===== src/rtl/lkp_pkg.sv =====
// package for the lru key pool: sizes, register map and sequencer states
package lkp_pkg;
    localparam int MaxEntries = 128;
    localparam int KeyBits    = 32;
    localparam int SlotBits   = $clog2(MaxEntries);
    localparam int CountBits  = SlotBits + 1;
    localparam int DefaultCap = 100;
    localparam int CapDef     = (DefaultCap > MaxEntries) ? MaxEntries : DefaultCap;
    localparam logic [0:0] RegCapacity = 1'b0;

    typedef enum logic [2:0] {
        S_IDLE,
        S_SCAN,
        S_DECIDE,
        S_AGE,
        S_OUT
    } t_state;
endpackage


===== src/rtl/lru_key_pool.sv =====
// lru key pool top level: key and rank memories with a scan sequencer
//
// channel  direction  payload
// s_axis   in         tdata[31:0] lookup_key
// m_axis   out        tdata[40:0] hit, slot, evicted, evicted_key
// apb      in/out     pool_capacity at address 0
//
// one lookup makes one pass over the key and rank memories to find the key and the
// least recent slot, then one pass over the rank memory to age entries, one read port each.
// reset is synchronous; it clears the count and control state and sets the capacity to
// its default; the memories are not cleared. a stalled result holds in the output register
// while the next lookup runs; that lookup waits in its last state until the register is free.
module lru_key_pool (
    input  logic        i_clk,
    input  logic        i_rst_n,
    input  logic        s_axis_tvalid,
    output logic        s_axis_tready,
    input  logic [31:0] s_axis_tdata,   // lookup_key
    output logic        m_axis_tvalid,
    input  logic        m_axis_tready,
    output logic [47:0] m_axis_tdata,   // hit, slot[6:0], evicted, evicted_key[31:0], zero pad
    input  logic        psel,
    input  logic        penable,
    input  logic        pwrite,
    input  logic [0:0]  paddr,
    input  logic [31:0] pwdata,
    output logic [31:0] prdata,
    output logic        pready
);
    import lkp_pkg::*;

    logic [KeyBits-1:0]  r_keys [MaxEntries];
    logic [SlotBits-1:0] r_rank [MaxEntries];
    logic [KeyBits-1:0]  r_kq;
    logic [SlotBits-1:0] r_rq;

    t_state r_state, n_state;
    logic [7:0]           r_cap;
    logic [CountBits-1:0] r_count;
    logic [CountBits-1:0] r_idx;     // address issued
    logic [CountBits-1:0] r_pidx;    // address of data in r_kq/r_rq
    logic                 r_pv;
    logic [KeyBits-1:0]   r_key;
    logic                 r_found;
    logic [SlotBits-1:0]  r_fslot;
    logic [SlotBits-1:0]  r_wslot;
    logic [SlotBits-1:0]  r_worst;
    logic [KeyBits-1:0]   r_wkey;
    logic                 r_hit, r_evict;
    logic [SlotBits-1:0]  r_slot;
    logic [SlotBits-1:0]  r_srank;
    logic [KeyBits-1:0]   r_okey;
    logic                 r_grow;
    logic                 r_ovalid;
    logic [47:0]          r_odata;

    logic [CountBits-1:0] w_cap;
    logic                 w_cfg_wr;
    logic                 w_out_free;

    assign pready = 1'b1;
    assign w_cfg_wr = psel && penable && pwrite && (paddr == RegCapacity);
    assign prdata = (paddr == RegCapacity) ? {24'd0, r_cap} : 32'd0;
    assign w_cap = (r_cap < 8'd2 || 32'(r_cap) > MaxEntries) ? CountBits'(CapDef)
                                                           : CountBits'(r_cap);
    assign w_out_free = !r_ovalid || m_axis_tready;

    assign s_axis_tready = (r_state == S_IDLE);
    assign m_axis_tvalid = r_ovalid;
    assign m_axis_tdata  = r_odata;

    always_comb begin
        n_state = r_state;
        case (r_state)
            S_IDLE:   if (s_axis_tvalid && s_axis_tready) n_state = S_SCAN;
            S_SCAN:   if (r_idx >= r_count && !r_pv) n_state = S_DECIDE;
            S_DECIDE: n_state = S_AGE;
            S_AGE:    if (r_idx >= r_count && !r_pv && !r_grow) n_state = S_OUT;
            S_OUT:    if (w_out_free) n_state = S_IDLE;
            default:  n_state = S_IDLE;
        endcase
    end

    always_ff @(posedge i_clk) begin
        r_kq <= r_keys[r_idx[SlotBits-1:0]];
        r_rq <= r_rank[r_idx[SlotBits-1:0]];
        if (r_state == S_OUT) begin
            r_keys[r_slot] <= r_key;
        end
        if (r_state == S_AGE && r_pv) begin
            if (r_pidx[SlotBits-1:0] == r_slot) begin
                r_rank[r_pidx[SlotBits-1:0]] <= '0;
            end else if (r_rq < r_srank) begin
                r_rank[r_pidx[SlotBits-1:0]] <= r_rq + 1'b1;
            end
        end
    end

    always_ff @(posedge i_clk) begin
        if (!i_rst_n) begin
            r_state  <= S_IDLE;
            r_cap    <= 8'(DefaultCap);
            r_count  <= '0;
            r_ovalid <= 1'b0;
            r_pv     <= 1'b0;
            r_idx    <= '0;
        end else begin
            r_state <= n_state;
            if (w_cfg_wr) r_cap <= pwdata[7:0];
            if (r_state == S_OUT && w_out_free) r_ovalid <= 1'b1;
            else if (m_axis_tready) r_ovalid <= 1'b0;
            case (r_state)
                S_IDLE: begin
                    r_idx   <= '0;
                    r_pv    <= 1'b0;
                    r_key   <= s_axis_tdata[KeyBits-1:0];
                    r_found <= 1'b0;
                    r_worst <= '0;
                    r_wslot <= '0;
                end
                S_SCAN: begin
                    r_pv   <= r_idx < r_count;
                    r_pidx <= r_idx;
                    if (r_idx < r_count) r_idx <= r_idx + 1'b1;
                    if (r_pv) begin
                        if (!r_found && r_kq == r_key) begin
                            r_found <= 1'b1;
                            r_fslot <= r_pidx[SlotBits-1:0];
                            r_srank <= r_rq;
                        end
                        if (r_rq >= r_worst) begin
                            r_worst <= r_rq;
                            r_wslot <= r_pidx[SlotBits-1:0];
                            r_wkey  <= r_kq;
                        end
                    end
                end
                S_DECIDE: begin
                    r_idx <= '0;
                    r_pv  <= 1'b0;
                    r_grow <= 1'b0;
                    if (r_found) begin
                        r_hit <= 1'b1; r_evict <= 1'b0;
                        r_slot <= r_fslot; r_okey <= '0;
                    end else if (r_count >= w_cap && r_count != '0) begin
                        r_hit <= 1'b0; r_evict <= 1'b1;
                        r_slot <= r_wslot; r_okey <= r_wkey; r_srank <= r_worst;
                    end else begin
                        r_hit <= 1'b0; r_evict <= 1'b0;
                        r_slot <= r_count[SlotBits-1:0]; r_okey <= '0;
                        r_srank <= r_count[SlotBits-1:0];
                        r_grow <= 1'b1;
                    end
                end
                S_AGE: begin
                    if (r_grow) begin
                        r_count <= r_count + 1'b1;
                        r_grow  <= 1'b0;
                    end
                    r_pv   <= r_idx < r_count + CountBits'(r_grow);
                    r_pidx <= r_idx;
                    if (r_idx < r_count + CountBits'(r_grow)) r_idx <= r_idx + 1'b1;
                end
                S_OUT: begin
                    if (w_out_free) begin
                        r_odata <= {7'd0, 32'(r_okey), r_evict, 7'(r_slot), r_hit};
                    end
                end
                default: ;
            endcase
        end
    end

    a_count_cap: assert property (@(posedge i_clk) disable iff (!i_rst_n)
        32'(r_count) <= MaxEntries) else $error("entry count above depth");
    a_out_hold: assert property (@(posedge i_clk) disable iff (!i_rst_n)
        r_ovalid && !m_axis_tready |=> r_ovalid && $stable(r_odata))
        else $error("result changed while stalled");
    a_no_accept_busy: assert property (@(posedge i_clk) disable iff (!i_rst_n)
        r_state != S_IDLE |-> !s_axis_tready) else $error("accepted while busy");
    a_evict_hit: assert property (@(posedge i_clk) disable iff (!i_rst_n)
        m_axis_tvalid |-> !(m_axis_tdata[0] && m_axis_tdata[8]))
        else $error("hit and eviction together");
endmodule

===== config.mk =====
export PLATFORM = sky130hd
export DESIGN_NAME = lru_key_pool
export DESIGN_NICKNAME = d
export VERILOG_FILES = /design/src/rtl/lkp_pkg.sv /design/src/rtl/lru_key_pool.sv
export SDC_FILE = /design/constraint.sdc
export NUM_CORES = 2
export LEC_CHECK = 0
export ABC_AREA = 0
export BUFFER_PORTS_ARGS = -buffer_cell sky130_fd_sc_hd__buf_4
export CORE_AREA = 2 2 827 829
export DETAILED_ROUTE_END_ITERATION = 6
export DIE_AREA = 0 0 829 831
export PLACE_DENSITY = 0.53
export SLEW_MARGIN = 30
export SYNTH_ARGS = -nofsm -noshare
export SYNTH_HDL_FRONTEND = slang
export SYNTH_MEMORY_MAX_BITS = 65536
export SYNTH_SLANG_ARGS = --single-unit

===== constraint.sdc =====
create_clock -name i_clk -period 6.4 [get_ports i_clk]
set_input_delay 1.28 -clock i_clk [delete_from_list [all_inputs] [get_ports i_clk]]
set_output_delay 1.28 -clock i_clk [all_outputs]
set_load 0.02 [all_outputs]

==> summary.md <==
| Metric | Value |
|---|---|
| Slowest stage delay, CP | `1.05 ns` |
| Crit end category | `flop` |
| WL per Instance | `31.29 um` |
| Post-synth EDFFs | `5175` |
| Clock skew | `0.06622 ns` |
| Netlist cell types | `73` |
| Clk sink count | `5243` |
| Mean Syn Cell Area | `20.62 um2` |
| Pleak | `0.07124 uW` |
| CP Launch Type | `flop` |
| Combinational share of power | `0.038` |
| GR Util All Layers | `0.1741` |
| Crit share post-route | `0.6969` |
| Mapped Cells | `9864` |
| Remaining DRCs | `0` |
| Final nets | `10546` |
| Dpl hpwl | `377.9 mm` |
| First-pass GRT wire length | `850.4 mm` |
| Ys Warns | `0` |
| Clock network power share | `0.435` |
| Power Internal | `56690 uW` |
| Max-slew headroom | `0.2281` |
| Mapped Area | `203400 um2` |
| CTS Hold Bufs | `0` |
| Design area | `236100 um2` |
| Final wirelength | `622.0 mm` |
| Initial core utilization | `0.2995` |
| Initial DRC Count | `13486` |
| Synth Register Bits | `5243` |
| Leading cell type in the layout, fill and taps excluded | `edfxtp_1` |
| CTS tree | `yes` |
| Critical Path Slowest Stage Cell | `nor2_4` |
| Cells resized by post-CTS repair | `0` |
| Layout area overhead | `16.06%` |
| Skew-Pair Late Insertion Delay | `1.05 ns` |
| CTS buffer count | `568` |
| GRT overflow | `0` |
| Vias in the first global route | `101242` |
| Worst Hold Class | `flop to flop` |
| Post-DP Area | `218300 um2` |
| Maximum fanout along the worst path | `20` |
| Initial antenna violation count | `65` |
| CTS max path bufs | `4` |
| PD cells | `306.4 nW/um2` |
| RSZ-0062 raised after global routing | `false` |
| Antenna Nets Post-Route | `0` |
| Setup bufs post-CTS | `0` |
| Final setup TNS | `0 ns` |
| Status | `finished, final reports clean` |
| Seq/Total Area, Yosys | `0.7705` |
| Max VDD drop | `0.3062 mV` |
| CP Class | `flop to flop` |
| FP Rows | `303` |
| Layout cells sized above 1 | `0.2427` |
| MaxCap Viol Count | `0` |
| Largest net degree at the start of global routing | `129` |
| Setup violations, final | `0` |
| Fin crit period | `4.460 ns` |
| GP Congestion | `0.8157` |
| Fmax | `0.2242 GHz` |
| Via count | `104217` |
| # IOs | `155` |
| Die Ht | `831 um` |
| Most used cell, CP | `buf_4` |
| Clk slew on worst S/H paths | `0.06 ns` |
| Critical Path AT | `5.15 ns` |
| Max Slew Vio Count | `0` |
| Reg power frac | `0.527` |
| Core area | `679400 um2` |
| Initial DRT Pass Iterations | `6` |
| Crit-path cells | `buf_4 > nor2b_2 > nand3_1 > nor2_4 > buf_4` |
| Family with the most delay on the worst path | `simple AND/OR/NAND/NOR gates` |
| Worst slew pin tran | `1.158 ns` |
| H-tree depth | `6` |
| Commonest non-fill, non-tap cells in the layout | `edfxtp_1 (5175), mux4_2 (907), mux2i_1 (768), clkbuf_16 (576), buf_4 (493)` |
| PortBufs | `98` |
| CTS root buf | `clkbuf_16` |
| Endpoints failing hold | `0` |
| Fill count | `63233` |
| Switching power | `15650 uW` |
| Fraction of registers with async set/reset | `0` |
| Vias per std cell | `5.243` |
| Total die area | `688900 um2` |
| Required time of the critical path | `7.09 ns` |
| Sw Ratio | `0.2164` |
| Die X | `829 um` |
| Most used DFF post-synth | `edfxtp_1` |
| Bufs and invs on worst path | `2` |
==> cell type report <==
type | instances | area (um2) | area share
Antenna cell | 20 | 50.05 | 0.0002120
Clock buffer | 721 | 14970 | 0.06340
Clock inverter | 279 | 2581 | 0.01093
Inverter | 35 | 138.9 | 0.0005882
Multi-Input combinational cell | 4006 | 44850 | 0.1900
Sequential cell | 5243 | 156800 | 0.6640
Tap cell | 8997 | 11260 | 0.04768
Timing Repair Buffer | 578 | 5473 | 0.02318
==> Yosys cell counts (52+ instances only) <==
master / n / area, um2
and2_1: 70 / 437.9
a221oi_1: 64 / 560.5
dfxtp_1: 68 / 1361
o21ai_0: 131 / 655.6
buf_2: 148 / 740.7
mux2_2: 100 / 1126
clkbuf_1: 232 / 870.8
edfxtp_1: 5175 / 155400
mux2i_1: 768 / 7687
o21a_1: 71 / 533.0
buf_6: 63 / 709.4
nand2_1: 247 / 927.1
nand3_1: 100 / 500.5
a211oi_1: 67 / 503.0
mux4_2: 907 / 20430
nor2_1: 218 / 818.3
a21oi_1: 210 / 1051
o211ai_1: 52 / 390.4
a22oi_1: 298 / 2237
buf_4: 113 / 848.3
a31oi_1: 79 / 494.2
nor3_1: 153 / 765.7
==> logic make-up (layout without fill, tap and decap cells) <==
kind of cell    after synthesis  in the layout  synth area share
compound gates             1187           1187           0.04012
xor+xnor                     55             55          0.002368
fa+ha+maj                    42             42          0.002583
buf+inv                     645           1613           0.01876
flops                      5243           5243            0.7705
mux                        1783           1783            0.1448
other cells                   2             52        0.00003691
simple gates                907            907           0.02084
==> worst paths after layout <==
path / startpoint / endpoint / slack [ns] / depth (start not counted)
setup / recovery: r_slot[4]$_DFFE_PP_ / r_keys[104][24]$_DFFE_PP_ / 1.94 / 5
hold / removal: r_okey[17]$_SDFFCE_PP0P_ / m_axis_tdata[26]$_DFFE_PP_ / 0.42 / 0
setup reg to reg: r_slot[4]$_DFFE_PP_ / r_keys[104][24]$_DFFE_PP_ / 1.94 / 5
hold reg to reg: r_okey[17]$_SDFFCE_PP0P_ / m_axis_tdata[26]$_DFFE_PP_ / 0.42 / 0
==> flip-flops by register name, summed over array words and instances, names as in the netlist, 8 cells and up <==
signal        flops
r_cap             8
r_idx             8
r_key            32
r_wkey           32
m_axis_tdata     41
r_rank          896
r_kq             32
r_keys         4096
r_okey           32
r_count           8
==> power by group through the flow <==
stage | sequential (uW) | clock, uW | combinational (uW)
6_report | 38100 | 31500 | 2730
5_1_grt | 38100 | 33300 | 2880
4_1_cts | 38100 | 32000 | 2740
3_5_place_dp | 38800 | 0 | 2740
3_3_place_gp | 38900 | 0 | 2680
2_1_floorplan | 39100 | 0 | 1410
==> stage by stage <==
stage,setup WS [ns],util,total power [uW],hold slack [ns],std cells
after floorplan,1.141,-,40480,0.4003,9894
after global placement,1.581,0.3197,41540,0.4079,18833
after detailed placement,1.920,0.3213,41590,0.4045,18855
after CTS,1.861,0.3472,72850,0.3366,19855
after global routing,1.882,0.3475,74290,0.3805,19860
final,1.940,0.3475,72340,0.4168,19879
==> metal layers <==
metal	routed length, um	track usage
met1	269300	0.2530
met2	282400	0.2688
met3	52090	0.03169
met4	18220	0.04777
met5	73	0
Note: power is estimated with default switching activity, not from simulation.
